### config.mk
export PLATFORM = sky130hd
export DESIGN_NAME = packed_code_dot_product_unit
export DESIGN_NICKNAME = d
export VERILOG_FILES = /design/src/pcdp_pkg.sv /design/src/packed_code_dot_product_unit.sv /design/src/pcdp_unpack.sv /design/src/pcdp_mac.sv
export VERILOG_INCLUDE_DIRS = /design/src /design/src/src
export SDC_FILE = /design/constraint.sdc
export NUM_CORES = 1
export LEC_CHECK = 0
export BUFFER_PORTS_ARGS = -buffer_cell sky130_fd_sc_hd__buf_2
export CAP_MARGIN = 20
export CELL_PAD_IN_SITES_DETAIL_PLACEMENT = 1
export CELL_PAD_IN_SITES_GLOBAL_PLACEMENT = 1
export CORE_MARGIN = 3
export CORE_UTILIZATION = 45
export CTS_CLUSTER_SIZE = 10
export DETAILED_ROUTE_END_ITERATION = 10
export PLACE_DENSITY = 0.77
export SYNTH_ARGS = -nofsm -noshare
export SYNTH_HDL_FRONTEND = slang
export SYNTH_HIERARCHICAL = 1
export SYNTH_SLANG_ARGS = --single-unit
export TNS_END_PERCENT = 5
### constraint.sdc
create_clock -name clk -period 4.2 [get_ports clk]
set_input_delay 0.21 -clock clk [delete_from_list [all_inputs] [get_ports clk]]
set_output_delay 0.21 -clock clk [all_outputs]
set_load 0.02 [all_outputs]
### src/packed_code_dot_product_unit_assert.svh
// Assertion macros shared by the dot product unit.
`ifndef PACKED_CODE_DOT_PRODUCT_UNIT_ASSERT_SVH
`define PACKED_CODE_DOT_PRODUCT_UNIT_ASSERT_SVH

`ifndef SYNTHESIS

// Check a condition at every clock edge outside reset.
`define PCDP_ASSERT(label, clk, rst, cond) \
  label: assert property (@(posedge clk) disable iff (rst) (cond)) \
    else $error("pcdp assertion failed");

// Check that a trigger is followed by a condition in the next cycle.
`define PCDP_ASSERT_NEXT(label, clk, rst, trig, cond) \
  label: assert property (@(posedge clk) disable iff (rst) (trig) |=> (cond)) \
    else $error("pcdp assertion failed");

`else

`define PCDP_ASSERT(label, clk, rst, cond)
`define PCDP_ASSERT_NEXT(label, clk, rst, trig, cond)

`endif

`endif

### src/pcdp_pkg.sv
`default_nettype none

package pcdp_pkg;

  // Longest vector the saturation limit is sized for.
  localparam int unsigned MAX_ELEMENTS = 32768;

  // Saturation limit of the running sum: MAX_ELEMENTS * 255 * 255.
  localparam logic [31:0] SUM_LIMIT = 32'(64'(MAX_ELEMENTS) * 64'd65025);

  localparam logic [7:0] CODE_MASK6 = 8'h3F;
  localparam logic [7:0] CODE_MASK7 = 8'h7F;

  localparam logic [3:0] DEPTH_MIN   = 4'd6;
  localparam logic [3:0] DEPTH_MAX   = 4'd8;
  localparam logic [3:0] DEPTH_RESET = 4'd8;

  // Up to two matching code pairs unpacked from one byte pair.
  typedef struct packed {
    logic [7:0] code_a0;
    logic [7:0] code_b0;
    logic [7:0] code_a1;
    logic [7:0] code_b1;
    logic       second;
    logic       last;
  } code_pair_t;

  // Clamp the depth register to the supported range.
  function automatic logic [3:0] effective_depth(input logic [3:0] raw);
    logic [3:0] d;
    d = raw;
    if (raw < DEPTH_MIN) d = DEPTH_MIN;
    if (raw > DEPTH_MAX) d = DEPTH_MAX;
    return d;
  endfunction

  // Code mask for a clamped depth.
  function automatic logic [7:0] depth_mask(input logic [3:0] d);
    logic [7:0] m;
    m = 8'hFF;
    if (d == DEPTH_MIN) m = CODE_MASK6;
    if (d == DEPTH_MIN + 4'd1) m = CODE_MASK7;
    return m;
  endfunction

endpackage

`default_nettype wire

### src/packed_code_dot_product_unit.sv
`default_nettype none

// Dot product of two streams of packed unsigned codes (6, 7 or 8 bits, set by
// the code depth register; other values clamp into that range). One byte of
// each stream is taken per request, a new request every cycle while in_stall
// is low; up to two code pairs are cut from each byte pair, multiplied and
// summed with saturation at 2130739200. The request flagged last_byte yields
// one result; leftover bits are dropped and the unit restarts clean. The
// request sits in the input register, then passes the unpack register and the
// product register before the accumulator loads the output register. A final
// request waits in the product register while an earlier result is held
// stalled at the output. The pending bit window and the running sum are the
// only loops, so throughput is one byte pair per cycle while results are
// taken. Write the depth only while no vector is in flight.
module packed_code_dot_product_unit import pcdp_pkg::*; (
  input  wire logic       clk,
  input  wire logic       rst,
  input  wire logic       cfg_wr_en,
  input  wire logic [3:0] cfg_wr_data,
  input  wire logic       in_valid,
  output logic            in_stall,
  input  wire logic [7:0] byte_a,
  input  wire logic [7:0] byte_b,
  input  wire logic       last_byte,
  output logic            out_valid,
  input  wire logic       out_stall,
  output logic [30:0]     dot_product
);

  logic [3:0] code_depth;
  logic [3:0] depth;
  logic       pair_valid;
  logic       pair_stall;
  code_pair_t pair;

  // Depth register.
  always_ff @(posedge clk) begin
    if (rst) begin
      code_depth <= DEPTH_RESET;
    end else if (cfg_wr_en) begin
      code_depth <= cfg_wr_data;
    end
  end

  assign depth = effective_depth(code_depth);

  pcdp_unpack u_unpack (
    .clk        (clk),
    .rst        (rst),
    .depth      (depth),
    .in_valid   (in_valid),
    .in_stall   (in_stall),
    .byte_a     (byte_a),
    .byte_b     (byte_b),
    .last_byte  (last_byte),
    .pair_valid (pair_valid),
    .pair_stall (pair_stall),
    .pair       (pair)
  );

  pcdp_mac u_mac (
    .clk         (clk),
    .rst         (rst),
    .pair_valid  (pair_valid),
    .pair_stall  (pair_stall),
    .pair        (pair),
    .out_valid   (out_valid),
    .out_stall   (out_stall),
    .dot_product (dot_product)
  );

endmodule

`default_nettype wire

### src/pcdp_unpack.sv
`default_nettype none

`include "packed_code_dot_product_unit_assert.svh"

module pcdp_unpack import pcdp_pkg::*; (
  input  wire logic       clk,
  input  wire logic       rst,
  input  wire logic [3:0] depth,
  input  wire logic       in_valid,
  output logic            in_stall,
  input  wire logic [7:0] byte_a,
  input  wire logic [7:0] byte_b,
  input  wire logic       last_byte,
  output logic            pair_valid,
  input  wire logic       pair_stall,
  output code_pair_t      pair
);

  logic       s0_valid;
  logic [7:0] s0_byte_a;
  logic [7:0] s0_byte_b;
  logic       s0_last;

  // Pending bits stay below eight after every item.
  logic [6:0] pend_a;
  logic [6:0] pend_b;
  logic [2:0] pend_count;

  logic        s0_ready;
  logic        s1_ready;
  logic [14:0] buf_a;
  logic [14:0] buf_b;
  logic [3:0]  total;
  logic [4:0]  twice_depth;
  logic        two_codes;
  logic [7:0]  mask;
  logic [6:0]  pend_a_next;
  logic [6:0]  pend_b_next;
  logic [2:0]  pend_count_next;
  code_pair_t  pair_next;

  // Stage readiness: a stage moves when empty or when its successor moves.
  assign s1_ready = !pair_valid || !pair_stall;
  assign s0_ready = !s0_valid || s1_ready;
  assign in_stall = !s0_ready;

  // Append the new bytes above the pending bits and cut up to two codes.
  always_comb begin
    mask        = depth_mask(depth);
    buf_a       = 15'(pend_a) | (15'(s0_byte_a) << pend_count);
    buf_b       = 15'(pend_b) | (15'(s0_byte_b) << pend_count);
    total       = 4'(pend_count) + 4'd8;
    twice_depth = {depth, 1'b0};
    two_codes   = 5'(total) >= twice_depth;

    pair_next.code_a0 = buf_a[7:0] & mask;
    pair_next.code_b0 = buf_b[7:0] & mask;
    pair_next.code_a1 = 8'(buf_a >> depth) & mask;
    pair_next.code_b1 = 8'(buf_b >> depth) & mask;
    pair_next.second  = two_codes;
    pair_next.last    = s0_last;

    if (two_codes) begin
      pend_a_next     = 7'(buf_a >> twice_depth);
      pend_b_next     = 7'(buf_b >> twice_depth);
      pend_count_next = 3'(5'(total) - twice_depth);
    end else begin
      pend_a_next     = 7'(buf_a >> depth);
      pend_b_next     = 7'(buf_b >> depth);
      pend_count_next = 3'(total - depth);
    end

    // Drop leftover bits at the end of a vector.
    if (s0_last) begin
      pend_a_next     = '0;
      pend_b_next     = '0;
      pend_count_next = '0;
    end
  end

  // Input register.
  always_ff @(posedge clk) begin
    if (rst) begin
      s0_valid <= 1'b0;
    end else if (s0_ready) begin
      s0_valid <= in_valid;
    end
    if (s0_ready && in_valid) begin
      s0_byte_a <= byte_a;
      s0_byte_b <= byte_b;
      s0_last   <= last_byte;
    end
  end

  // Code register and pending bit state.
  always_ff @(posedge clk) begin
    if (rst) begin
      pair_valid <= 1'b0;
      pend_a     <= '0;
      pend_b     <= '0;
      pend_count <= '0;
    end else if (s1_ready) begin
      pair_valid <= s0_valid;
      if (s0_valid) begin
        pend_a     <= pend_a_next;
        pend_b     <= pend_b_next;
        pend_count <= pend_count_next;
      end
    end
    if (s1_ready && s0_valid) begin
      pair <= pair_next;
    end
  end

  `PCDP_ASSERT(a_pend_a_clean, clk, rst, (15'(pend_a) >> pend_count) == 15'd0)
  `PCDP_ASSERT(a_pend_b_clean, clk, rst, (15'(pend_b) >> pend_count) == 15'd0)
  `PCDP_ASSERT_NEXT(a_last_clears, clk, rst, s1_ready && s0_valid && s0_last,
                    pend_count == 3'd0 && pend_a == 7'd0 && pend_b == 7'd0)

endmodule

`default_nettype wire

### src/pcdp_mac.sv
`default_nettype none

`include "packed_code_dot_product_unit_assert.svh"

module pcdp_mac import pcdp_pkg::*; (
  input  wire logic  clk,
  input  wire logic  rst,
  input  wire logic  pair_valid,
  output logic       pair_stall,
  input  code_pair_t pair,
  output logic       out_valid,
  input  wire logic  out_stall,
  output logic [30:0] dot_product
);

  logic        prod_valid;
  logic [15:0] prod0;
  logic [15:0] prod1;
  logic        prod_last;
  logic [30:0] running_sum;

  logic        acc_ready;
  logic        s2_ready;
  logic        acc_fire;
  logic [31:0] sum_wide;
  logic [30:0] sum_sat;

  // A final request waits only while the output register is full and stalled.
  assign acc_ready  = !(prod_last && out_valid && out_stall);
  assign s2_ready   = !prod_valid || acc_ready;
  assign pair_stall = !s2_ready;
  assign acc_fire   = prod_valid && acc_ready;

  // Add both products and clamp at the limit.
  always_comb begin
    sum_wide = 32'(running_sum) + 32'(prod0) + 32'(prod1);
    sum_sat  = (sum_wide > SUM_LIMIT) ? 31'(SUM_LIMIT) : 31'(sum_wide);
  end

  // Product register.
  always_ff @(posedge clk) begin
    if (rst) begin
      prod_valid <= 1'b0;
    end else if (s2_ready) begin
      prod_valid <= pair_valid;
    end
    if (s2_ready && pair_valid) begin
      prod0     <= 16'(pair.code_a0) * 16'(pair.code_b0);
      prod1     <= pair.second ? 16'(pair.code_a1) * 16'(pair.code_b1) : 16'd0;
      prod_last <= pair.last;
    end
  end

  // Accumulate; on the final request move the sum out and restart.
  always_ff @(posedge clk) begin
    if (rst) begin
      running_sum <= '0;
      out_valid   <= 1'b0;
    end else begin
      if (acc_fire) begin
        running_sum <= prod_last ? 31'd0 : sum_sat;
      end
      if (acc_fire && prod_last) begin
        out_valid <= 1'b1;
      end else if (out_valid && !out_stall) begin
        out_valid <= 1'b0;
      end
    end
    if (acc_fire && prod_last) begin
      dot_product <= sum_sat;
    end
  end

  `PCDP_ASSERT(a_sum_bounded, clk, rst, 32'(running_sum) <= SUM_LIMIT)
  `PCDP_ASSERT(a_out_bounded, clk, rst, !out_valid || 32'(dot_product) <= SUM_LIMIT)
  `PCDP_ASSERT(a_rise_clears_sum, clk, rst, !$rose(out_valid) || running_sum == 31'd0)

endmodule

`default_nettype wire

==> results.md, run 1 <==
* Status: finished, violations left
* Failing checks: setup timing
* Setup ws final at -0.506 ns
* Die height at 187 um
* Max-slew violations at 0
* CTS Sinks at 171
* Clock transition at the registers of the reported paths at 0.09 ns
* Cell Area, Synth at 14700 um2
* Post-synth top flop: edfxtp_1
* Worst rel slew slack at 0.372
* Int Power at 4.23 mW
* Number of flops mapped to enable cells by yosys at 115
* Grt total ovfl at 0
* # nets final at 1889
* First-pass GRT wire length at just under 80 mm
* Slowest cell on crit path: fa_1
* Worst hold path type: in -> reg
* Worst EP arrival at 4.93 ns
* Crit end category: flop
* DP Cell Count at between 2000 and 2500
* Psw at 2.69 mW
* Final setup vio count at 14
* Routed wire length at 48.7 mm
* GRT Util Overall at 0.279
* Routability cong. at 0.925
* Largest net degree at the start of global routing at 43
* Syn_nets at 1720
* Setup CP Type: reg -> reg
* Drt initial violations at 810
* Max Freq at around 210 MHz
* Area grow syn2layout at 17.8%
* Startpoint type of the worst setup path: flop
* Antenna viol nets, final at 0
* Design Area, Final at around 17000 um2
* Number of H-tree levels at 4
* MaxCap Viol Count at 0
* Synth Area per Inst at roughly 10 um2
* Leakage at 7.27 nW
* Unrepaired setup endpoints after global routing: yes
* Area post-placement at 16100 um2
* Die area at 34800 um2
* Root buf cell: clkbuf_16
* Seq/Total Area, Yosys at 0.311
* FFs w/ async S/R, synth at 0
* Core box area at roughly 32000 um2
* Ports at between 50 and 60
* CTS tree: done
* Vias per cell at 5.99
* CP top delay family: adder cells
* CP dominant cell by count: fa_1
* Post-synth cell types at 96
* FF+latch count, synth at 171
* IO Port Bufs at 58
* Vias in the first global route at 13600
* Ant. Diodes at 0
* Cells after Synth at 1512
* Clk pwr share at 0.233
* DR pass1 iterations at 5
* Final Hold Violating Endpoints at 0
* Post-DP HPWL at approximately 36 mm
* Crit-path max cell delay at ~0.57 ns
* PD cells at 400 nW/um2
* Initial core utilization at 0.461
* Die span in x at 187 um
* Synth Warn # at 6
* Clk_skew at approximately 0.02 ns
* Crit-path cells: buf_6 -> buf_6 -> and2_4 -> fa_2 -> fa_1 -> inv_1 -> fa_1 -> fa_1 -> inv_2 -> ha_4 -> inv_2 -> o21ai_2 -> a21oi_2 -> nand2b_4 -> a21oi_2 -> o31a_1 -> o41ai_2 -> xnor2_1 -> and2_1
* CP max FO at 4
* Core Rows at 65
* Clock buffer depth at 2
* Actual slew at the worst max-slew pin at 0.938 ns
* Routed WL per cell at 22.9 um
* Initial antenna violation count at 4
* CP required at around 4.4 ns
* Logic pwr share at 0.467
* Worst VDD drop at 0.337 mV
* Final min period at 4.71 ns
* DP Worst Slack at -0.515 ns
* Power Total at 6.92 mW
* Vias at 12800
* Seq pwr share at 0.300
* Buf/Inv on CP at 5
* Worst skew pair latency at 0.46 ns
* Sw frac at 0.389
* DRC Markers at 0
* Final cycle utilization of the critical path at 1.12
* Final Non-Filler Cells at roughly 2100
* CTS Buf Count at 17
* Layout cells sized above 1 at 0.209
sequential cells by signal, indices dropped and copies added, names as in the netlist, 3 cells and up:
signal	count
u_unpack/pend_a	7
u_unpack/pend_b	7
u_unpack/pend_count	3
u_mac/prod0	16
u_unpack/pair	34
u_mac/dot_product	31
u_mac/running_sum	31
u_unpack/s0_byte_b	8
u_unpack/s0_byte_a	8
code_depth	4
u_mac/prod1	16
path summary, 6_finish.rpt:
path / to / cells past startpoint / start / slack [ns]
min reg2reg: u_mac/prod_last / 0 / u_unpack/pair[0] / 0.43
max reg2reg: u_mac/prod1[14] / 19 / u_unpack/pair[11] / -0.51
min: code_depth[1] / 3 / cfg_wr_data[1] / 0.03
max: u_mac/prod1[14] / 19 / u_unpack/pair[11] / -0.51
layout make-up:
class / instances / area (um2)
repair buffers: 212 / 1530
fillers: 3585 / 14600
inverters: 138 / 518
flip-flops and latches: 171 / 4570
clock inverters: 15 / 155
multi-input cells: 1141 / 9550
well taps: 435 / 544
clock buffers: 17 / 425
routing by layer:
metal  share of wire  global-route usage  vias up  routed length [um]
met5          0.0012                   0        -                  57
met4           0.046               0.120        8                2220
met3           0.058              0.0552      135                2830
met2            0.50               0.483      424               24200
met1            0.40               0.337     6461               19400
li1                -                   -     5732                   -
what timing repair did:
action / CTS / global route
pin swaps: 17 / 21
endpoints found under the hold margin: 21 / 0
hold buffers: 21 / 0
gates resized for setup: 21 / 40
buffers inserted: 14 / 5
endpoints found under the setup margin: 52 / 54
kinds of logic (layout without fill, tap and decap cells):
family	count (synthesis)	in the layout	synth area share
AO/OA/AOI/OAI	337	337	0.173
XOR/XNOR	39	39	0.0233
adder cells (fa/ha/maj)	182	182	0.202
buffers and inverters	200	382	0.0571
flip-flops	171	171	0.311
multiplexers	59	59	0.0558
AND/OR/NAND/NOR	524	524	0.178
worst reg2reg max path: cells and delay by family, from the launching register on:
kind	cells	cell delay (ns)
buffers and inverters	5	0.41
AOI/OAI and AO/OA	5	1.00
adders and majority gates	5	2.09
DFF	1	0.42
and+or+nand+nor	3	0.45
xor gates and xnor gates	1	0.11
cells in the mapped netlist, types with 9 or more instances:
cell type	number	area (um2)
nand2_1	153	574
inv_1	135	507
edfxtp_1	115	3450
nor2_1	106	398
and2_1	97	607
fa_1	91	1820
ha_1	91	1140
a21oi_1	64	320
dfxtp_1	56	1120
o21ai_0	56	280
nor3_1	36	180
clkbuf_1	34	128
nand3_1	29	145
xnor2_1	27	236
mux2i_1	22	220
mux2_2	20	225
nor2b_1	20	125
a22o_1	18	158
a21o_1	17	128
a211oi_1	16	120
and3_1	14	87.6
mux4_2	13	293
o21ai_1	13	65.1
a31oi_1	12	75.1
buf_2	12	60.1
o31ai_1	12	90.1
or3_1	12	75.1
xor2_1	12	105
nand4_1	10	62.6
o21a_1	10	75.1
and4_1	9	78.8
nand2b_1	9	56.3
o211ai_1	9	67.6
layout by cell type, fill, tap and decap left out, types with 8 or more instances in the layout:
| master | netlist | routed |
|---|---|---|
| buf_4 | 3 | 128 |
| a21oi_2 | 2 | 10 |
| nand3_1 | 29 | 29 |
| a21oi_1 | 64 | 55 |
| buf_2 | 12 | 58 |
| and3_1 | 14 | 14 |
| mux4_2 | 13 | 13 |
| a211oi_1 | 16 | 16 |
| mux2_2 | 20 | 20 |
| xnor2_1 | 27 | 27 |
| xor2_1 | 12 | 12 |
| ha_1 | 91 | 81 |
| nand4_1 | 10 | 10 |
| nor3_1 | 36 | 33 |
| o31ai_1 | 12 | 12 |
| o21ai_1 | 13 | 17 |
| a31oi_1 | 12 | 12 |
| inv_1 | 135 | 131 |
| nor2_1 | 106 | 105 |
| fa_1 | 91 | 84 |
| o211ai_1 | 9 | 9 |
| dlygate4sd3_1 | 0 | 21 |
| edfxtp_1 | 115 | 115 |
| nor2b_1 | 20 | 17 |
| o21a_1 | 10 | 10 |
| mux2i_1 | 22 | 22 |
| and2_1 | 97 | 94 |
| a22o_1 | 18 | 18 |
| nand2b_1 | 9 | 8 |
| a21o_1 | 17 | 17 |
| clkbuf_16 | 0 | 17 |
| or3_1 | 12 | 11 |
| dfxtp_1 | 56 | 56 |
| nand2_1 | 153 | 153 |
| o21ai_0 | 56 | 45 |
power groups by stage:
stage                     Sequential [mW]  Combinational, mW  Clock (mW)
after floorplan                      2.08               1.85           0
after global placement               2.11               2.68           0
after detailed placement             2.11               2.83           0
after CTS                            2.07               3.04        1.64
after global routing                 2.09               3.54        1.72
final                                2.08               3.23        1.61
metrics by stage:
stage | setup TNS (ns) | util | hold slack [ns]
global placement | -3.13 | 0.506 | 0.386
detailed placement | -5.38 | 0.506 | 0.388
global route | -7.43 | 0.543 | 0.0245
finish | -3.41 | 0.543 | 0.0278
floorplan | -0.144 | - | 0.282
CTS | -2.36 | 0.537 | 0.0179
Note: power is estimated with default switching activity, not from simulation.
==> run 2: changes to the inputs <==
--- a/config.mk
+++ b/config.mk
@@ -6,6 +6,7 @@
 export SDC_FILE = /design/constraint.sdc
 export NUM_CORES = 1
 export LEC_CHECK = 0
+export ABC_CLOCK_PERIOD_IN_PS = 4200
 export BUFFER_PORTS_ARGS = -buffer_cell sky130_fd_sc_hd__buf_2
 export CAP_MARGIN = 20
 export CELL_PAD_IN_SITES_DETAIL_PLACEMENT = 1
@@ -15,6 +16,7 @@
 export CTS_CLUSTER_SIZE = 10
 export DETAILED_ROUTE_END_ITERATION = 10
 export PLACE_DENSITY = 0.77
+export SKIP_LAST_GASP = 1
 export SYNTH_ARGS = -nofsm -noshare
 export SYNTH_HDL_FRONTEND = slang
 export SYNTH_HIERARCHICAL = 1
==> run 2 against run 1 <==
Effect of this change:
- non-clock buffer count grew 1
- the flow still finishes with violations (setup timing)
- clock skew grew 0.0015 ns
- cell area shrank 0.38%
- largest cell class unchanged
- critical path type unchanged
- register-to-register slack gained 0.02 ns
- via count shrank 0.31%
- first-iteration DRC count shrank 1.5%
- worst setup slack gained 0.019 ns
- combinational power shrank 2%
==> results.md, run 2 (synthesis gave the netlist of run 1 again) <==
* Status: finished, violations left
* Failing checks: setup timing
* Routability cong. at 0.925 (unchanged)
* Slowest cell on crit path: fa_1
* Initial antenna violation count at 4 (unchanged)
* Vias in the first global route at 13600 (-0.037%)
* Fill cells at 3586 (+0.028%)
* Most common cell after layout, fill and taps aside: nand2_1
* Final Hold Violating Endpoints at 0 (unchanged)
* Core Rows at 65 (unchanged)
* Vias per cell at 5.97 (-0.35%)
* Final Util at 0.541 (-0.00204)
* Regs by FF count: u_unpack/pair x34, u_mac/dot_product x31, u_mac/running_sum x31
* Antenna viol nets, final at 0 (unchanged)
* CP required at 4.42 ns (about the same)
* Drt initial violations at 798 (-1.5%)
* Clock transition at the registers of the reported paths at 0.09 ns (about the same)
* Final setup vio count at 51 (+37)
* Area post-placement at 16100 um2 (unchanged)
* IO Port Bufs at 58 (unchanged)
* Unrepaired setup endpoints after global routing: yes
* Most frequent cells in the layout: nand2_1 (153), buf_4 (132), inv_1 (130), edfxtp_1 (115), nor2_1 (105)
* Layout cells sized above 1 at 0.204 (-0.00543)
* First-pass GRT wire length at 76.9 mm (about the same)
* Ports at 59 (unchanged)
* DP Worst Slack at -0.515 ns (unchanged)
* Worst skew pair latency at 0.46 ns (about the same)
* Power Total at 6.84 mW (-1.1%)
* PD cells at 397 nW/um2 (-0.70%)
* Final min period at 4.69 ns (-0.0195 ns)
* Max Freq at 213 MHz (+0.42%)
* Ant. Diodes at 0 (unchanged)
* Worst VDD drop at 0.337 mV (about the same)
* Crit-path max cell delay at 0.54 ns (-0.03 ns)
* Vias at 12700 (-0.31%)
* Clock buffer depth at 2 (unchanged)
* # nets final at 1890 (+0.053%)
* Leakage at 7.27 nW (about the same)
* Most flops, register: u_unpack/pair
* CTS Buf Count at 17 (unchanged)
* CP max FO at 4 (unchanged)
* DR pass1 iterations at 5 (unchanged)
* Initial core utilization at 0.461 (unchanged)
* DP Cell Count at 2057 (unchanged)
* Worst rel slew slack at 0.397 (+0.0254)
* DRC Markers at 0 (unchanged)
* Root buf cell: clkbuf_16
* Setup ws final at -0.486 ns (+0.0195 ns)
* CP dominant cell by count: fa_1
* Die span in x at 187 um (unchanged)
* Total Negative Setup Slacks at -6.20 ns (-2.80 ns)
* Die area at 34800 um2 (unchanged)
* Crit end category: flop
* Post-DP HPWL at 35.8 mm (unchanged)
* CTS tree: done
* Number of H-tree levels at 4 (unchanged)
* Grt total ovfl at 0 (unchanged)
* MaxCap Viol Count at 0 (unchanged)
* Largest net degree at the start of global routing at 43 (unchanged)
* Max-slew violations at 0 (unchanged)
* Number of flip-flops in the largest register at 34 (unchanged)
* Routed wire length at 48.3 mm (-0.73%)
* Startpoint type of the worst setup path: flop
* Final Non-Filler Cells at 2130 (+0.047%)
* Crit-path cells: buf_4 -> and2_4 -> fa_2 -> fa_1 -> inv_1 -> fa_1 -> fa_1 -> inv_2 -> ha_4 -> inv_1 -> o21ai_2 -> a21oi_4 -> nand2b_4 -> a21oi_2 -> o31a_1 -> o41ai_2 -> xnor2_1 -> and2_1
* Area grow syn2layout at 17.3%
* Setup CP Type: reg -> reg
* Final cycle utilization of the critical path at 1.12 (-0.00464)
* Worst EP arrival at 4.91 ns (-0.02 ns)
* Clk_skew at 0.0214 ns (+0.00147 ns)
* CTS Sinks at 171 (unchanged)
* Routed WL per cell at 22.7 um (-0.77%)
* Core box area at 31900 um2 (unchanged)
* Register area at 4570 um2 (unchanged)
* Area of the multi-input gates at 9500 um2 (-0.55%)
* Hold slack at 0.0311 ns (+0.00324 ns)
* Worst hold path type: in -> reg
* Die height at 187 um (unchanged)
* GRT Util Overall at 0.279 (+0.000322)
* Actual slew at the worst max-slew pin at 0.900 ns (-0.0379 ns)
* Design Area, Final at 17200 um2 (-0.38%)
## run 2: changes by cell type in the layout (fill, tap and decap cells not counted), sizes merged
cell and delta:
buf +1
## run 2: final timing paths
| check | from | to | slack, ns | cells after the start |
|---|---|---|---|---|
| max reg2reg | u_unpack/pair[11] | u_mac/prod1[14] | -0.49 | 18 |
| min reg2reg | u_unpack/pair[0] | u_mac/prod_last | 0.43 | 0 |
| max | u_unpack/pair[11] | u_mac/prod1[14] | -0.49 | 18 |
| min | cfg_wr_data[1] | code_depth[1] | 0.03 | 3 |
## run 2: repair_timing
item | in CTS | in global routing
cloned | 0 | 0
resized for setup | 12 | 24
hold buffers | 21 | 0
pin swaps | 15 | 27
hold endpoints to repair | 21 | 0
setup buffers | 14 | 6
endpoints found under the setup margin | 52 | 57
## run 2: layout make-up
type,instances,area share
multi-input cells,1141,0.551
flip-flops and latches,171,0.265
repair buffers,213,0.0879
well taps,435,0.0316
inverters,138,0.0301
clock buffers,17,0.0247
clock inverters,15,0.00900
## run 2: where the power goes
group	total [mW]	internal [mW]	switching [mW]
combinational	3.16	1.42	1.74
sequential	2.08	1.98	0.0970
clock	1.61	0.792	0.813
total	6.84	4.19	2.65
## run 2: worst max-delay path, delay by kind of cell, from the launching register on
kind,cells,cell delay [ns]
fa+ha+maj,5,2.07
xor+xnor,1,0.11
compound gates,5,1.00
simple gates,3,0.44
flops,1,0.46
buf+inv,4,0.37
## run 2: per-layer routing
| metal | part of all wire | GRT usage |
|---|---|---|
| met2 | 0.49 | 0.485 |
| met5 | 0.0011 | 0 |
| met1 | 0.40 | 0.338 |
| met4 | 0.047 | 0.117 |
| met3 | 0.057 | 0.0545 |
==> run 3: changes to the inputs <==
--- a/config.mk
+++ b/config.mk
@@ -11,8 +11,10 @@
 export CAP_MARGIN = 20
 export CELL_PAD_IN_SITES_DETAIL_PLACEMENT = 1
 export CELL_PAD_IN_SITES_GLOBAL_PLACEMENT = 1
+export CORE_ASPECT_RATIO = 0.7
 export CORE_MARGIN = 3
 export CORE_UTILIZATION = 45
+export CTS_BUF_LIST = sky130_fd_sc_hd__clkbuf_4 sky130_fd_sc_hd__clkbuf_8
 export CTS_CLUSTER_SIZE = 10
 export DETAILED_ROUTE_END_ITERATION = 10
 export PLACE_DENSITY = 0.77
==> run 3 against run 2 <==
Effect of this change:
- the flow still finishes with violations (setup timing)
- clock power shrank 17%
- combinational power increased by 6%
- first-iteration DRC count is 63% higher
- clock skew barely moved
- critical endpoint is now u_mac/prod0[15]
- largest power group unchanged
- highest routed layer unchanged
==> results.md, run 3 (synthesis gave the netlist of run 1 again) <==
* Power Total at 6.75 mW (-1.4%)
* Final Non-Filler Cells at 2148 (+0.85%)
* Setup ws final at -0.457 ns (+0.0294 ns)
* Reg2Reg Depth at 16 (-2)
* Final Hold Violating Endpoints at 0 (unchanged)
* Reg2reg end: u_mac/prod0[15]
* Setup CP Type: reg -> reg
* Register area at 4570 um2 (unchanged)
* Routed wire length at 51.5 mm (+6.5%)
* Max-slew violations at 0 (unchanged)
* Die span in x at 222 um (+19%)
* Worst EP arrival at 4.91 ns (about the same)
* Worst rel slew slack at 0.258 (-0.139)
* Layout cells sized above 1 at 0.222 (+0.0188)
* Fill cells at 3570 (-0.45%)
* Ports at 59 (unchanged)
* Design Area, Final at 17400 um2 (+1.2%)
* Final Util at 0.552 (+0.0112)
* Area grow syn2layout at 18.8%
* CTS Sinks at 171 (unchanged)
* CTS Buf Count at 17 (unchanged)
* DP Cell Count at 2049 (-0.39%)
* Final cycle utilization of the critical path at 1.11 (-0.00700)
* Initial core utilization at 0.465 (+0.00379)
* # nets final at 1922 (+1.7%)
* DR pass1 iterations at 5 (unchanged)
* Most flops, register: u_unpack/pair
* DRC Markers at 0 (unchanged)
* PD cells at 387 nW/um2 (-2.6%)
* Core box area at 31600 um2 (-0.82%)
* CP dominant cell by count: fa_1
* Slowest cell on crit path: fa_1
* Crit-path cells: buf_4 -> nand2_1 -> fa_1 -> fa_1 -> inv_1 -> fa_1 -> fa_1 -> ha_4 -> a21boi_2 -> o21ai_1 -> nand2b_1 -> a21o_1 -> nand2_2 -> a21oi_2 -> o41ai_2 -> xnor2_1
* Vias in the first global route at 13200 (-2.5%)
* Regs by FF count: u_unpack/pair x34, u_mac/dot_product x31, u_mac/running_sum x31
* CP required at 4.45 ns (+0.03 ns)
* Vias at 13000 (+2.6%)
* IO Port Bufs at 58 (unchanged)
* Die height at 157 um (-16%)
* Worst skew pair latency at 0.52 ns (+0.06 ns)
* Number of flip-flops in the largest register at 34 (unchanged)
* Drt initial violations at 1303 (+63%)
* GRT Util Overall at 0.289 (+0.0105)
* Buf/Inv on CP at 2 (-2)
* Clk_skew at 0.0212 ns (-0.000173 ns)
* Leakage at 7.36 nW (+1.3%)
* Final min period at 4.66 ns (-0.0294 ns)
* Startpoint type of the worst setup path: flop
* Failing checks: setup timing
* Die area at 34900 um2 (about the same)
* Critical Path End: u_mac/prod0[15]
* Area of the multi-input gates at 9590 um2 (+0.97%)
* Crit-path max cell delay at 0.59 ns (+0.05 ns)
* Most frequent cells in the layout: buf_4 (154), nand2_1 (152), inv_1 (126), edfxtp_1 (115), nor2_1 (104)
* R2R Path Start: u_unpack/pair[22]
* R2R Setup Slk at -0.46 ns (+0.03 ns)
* MaxCap Viol Count at 0 (unchanged)
* Grt total ovfl at 0 (unchanged)
* WP depth at 16 (-2)
* Worst VDD drop at 0.196 mV (-42%)
* Routed WL per cell at 24.0 um (+5.7%)
* Area post-placement at 16200 um2 (+0.38%)
* DP Worst Slack at -0.538 ns (-0.0232 ns)
* Actual slew at the worst max-slew pin at 1.11 ns (+0.207 ns)
* Final setup vio count at 55 (+7.8%)
* Routability cong. at 0.970 (+4.8%)
* Vias per cell at 6.07 (+1.7%)
* CP max FO at 5 (+1)
* Number of H-tree levels at 4 (unchanged)
* Most common cell after layout, fill and taps aside: buf_4
* CTS tree: done
* Antenna viol nets, final at 0 (unchanged)
* First-pass GRT wire length at 77.7 mm (+0.99%)
* Crit end category: flop
* Largest net degree at the start of global routing at 65 (+51%)
* CP top delay family: adder cells
* Worst hold path type: in -> reg
* Max Freq at 215 MHz (+0.63%)
* Initial antenna violation count at 1 (-3)
* Clock transition at the registers of the reported paths at 0.10 ns (about the same)
* Unrepaired setup endpoints after global routing: yes
* Status: finished, violations left
* Clock buffer depth at 2 (unchanged)
* Root buf cell: clkbuf_8
* Core Rows at 54 (-17%)
* Worst Setup SP: u_unpack/pair[22]
* Post-DP HPWL at 38.7 mm (+8.0%)
==> run 3: worst min-delay path by stage <==
stage / depth (start not counted) / from / endpoint
after floorplan: 1 / rst / code_depth[0]
after global placement: 1 / byte_b[5] / u_unpack/s0_byte_b[5]
after detailed placement: 1 / byte_b[3] / u_unpack/s0_byte_b[3]
after CTS: 3 / cfg_wr_en / code_depth[1]
after global routing: 3 / cfg_wr_en / code_depth[1]
final: 3 / cfg_wr_en / code_depth[1]
==> run 3: layer usage <==
metal	part of all wire	vias up	track usage	wire length, um
li1	-	5802	-	-
met2	0.43	515	0.430	22400
met5	0.00025	-	0	13
met1	0.46	6669	0.422	23500
met3	0.098	59	0.0904	5050
met4	0.011	2	0.0502	555
==> run 3: what timing repair did <==
action                                 in CTS  in global routing
cloned                                      0                  0
setup buffers                              14                 25
resized for setup                          14                 40
endpoints found under the hold margin      23                  0
pin swaps                                  22                 51
setup endpoints to repair                  54                 61
hold buffers                               26                  0
==> run 3: worst register-to-register path, stage by stage (launching register included) <==
cell and delay (ns):
edfxtp_1 0.50, buf_4 0.16, nand2_1 0.08, fa_1 0.53
fa_1 0.52, inv_1 0.05, fa_1 0.47, fa_1 0.59
ha_4 0.24, a21boi_2 0.17, o21ai_1 0.16, nand2b_1 0.11
a21o_1 0.17, nand2_2 0.09, a21oi_2 0.07, o41ai_2 0.35
xnor2_1 0.11
==> run 3: where the power goes <==
group / total, mW / internal, mW / switching, mW / leakage (nW)
registers: 2.08 / 1.98 / 0.103 / 1.51
logic: 3.34 / 1.54 / 1.80 / 5.63
clock network: 1.33 / 0.609 / 0.718 / 0.219
total: 6.75 / 4.13 / 2.62 / 7.36
==> run 3: layout make-up <==
class	instances	area share
clock inverters	14	0.0104
inverters	138	0.0298
multi-input cells	1141	0.550
clock buffers	18	0.0138
well taps	420	0.0301
diodes	1	0.000143
flip-flops and latches	171	0.262
repair buffers	245	0.104
==> run 3: stage by stage <==
step,hold WS (ns),TNS (ns)
after floorplan,0.282,-0.144
final,0.0486,-13.17
after global placement,0.386,-1.47
after detailed placement,0.388,-6.53
after CTS,0.00490,-9.78
after global routing,0.0363,-21.25
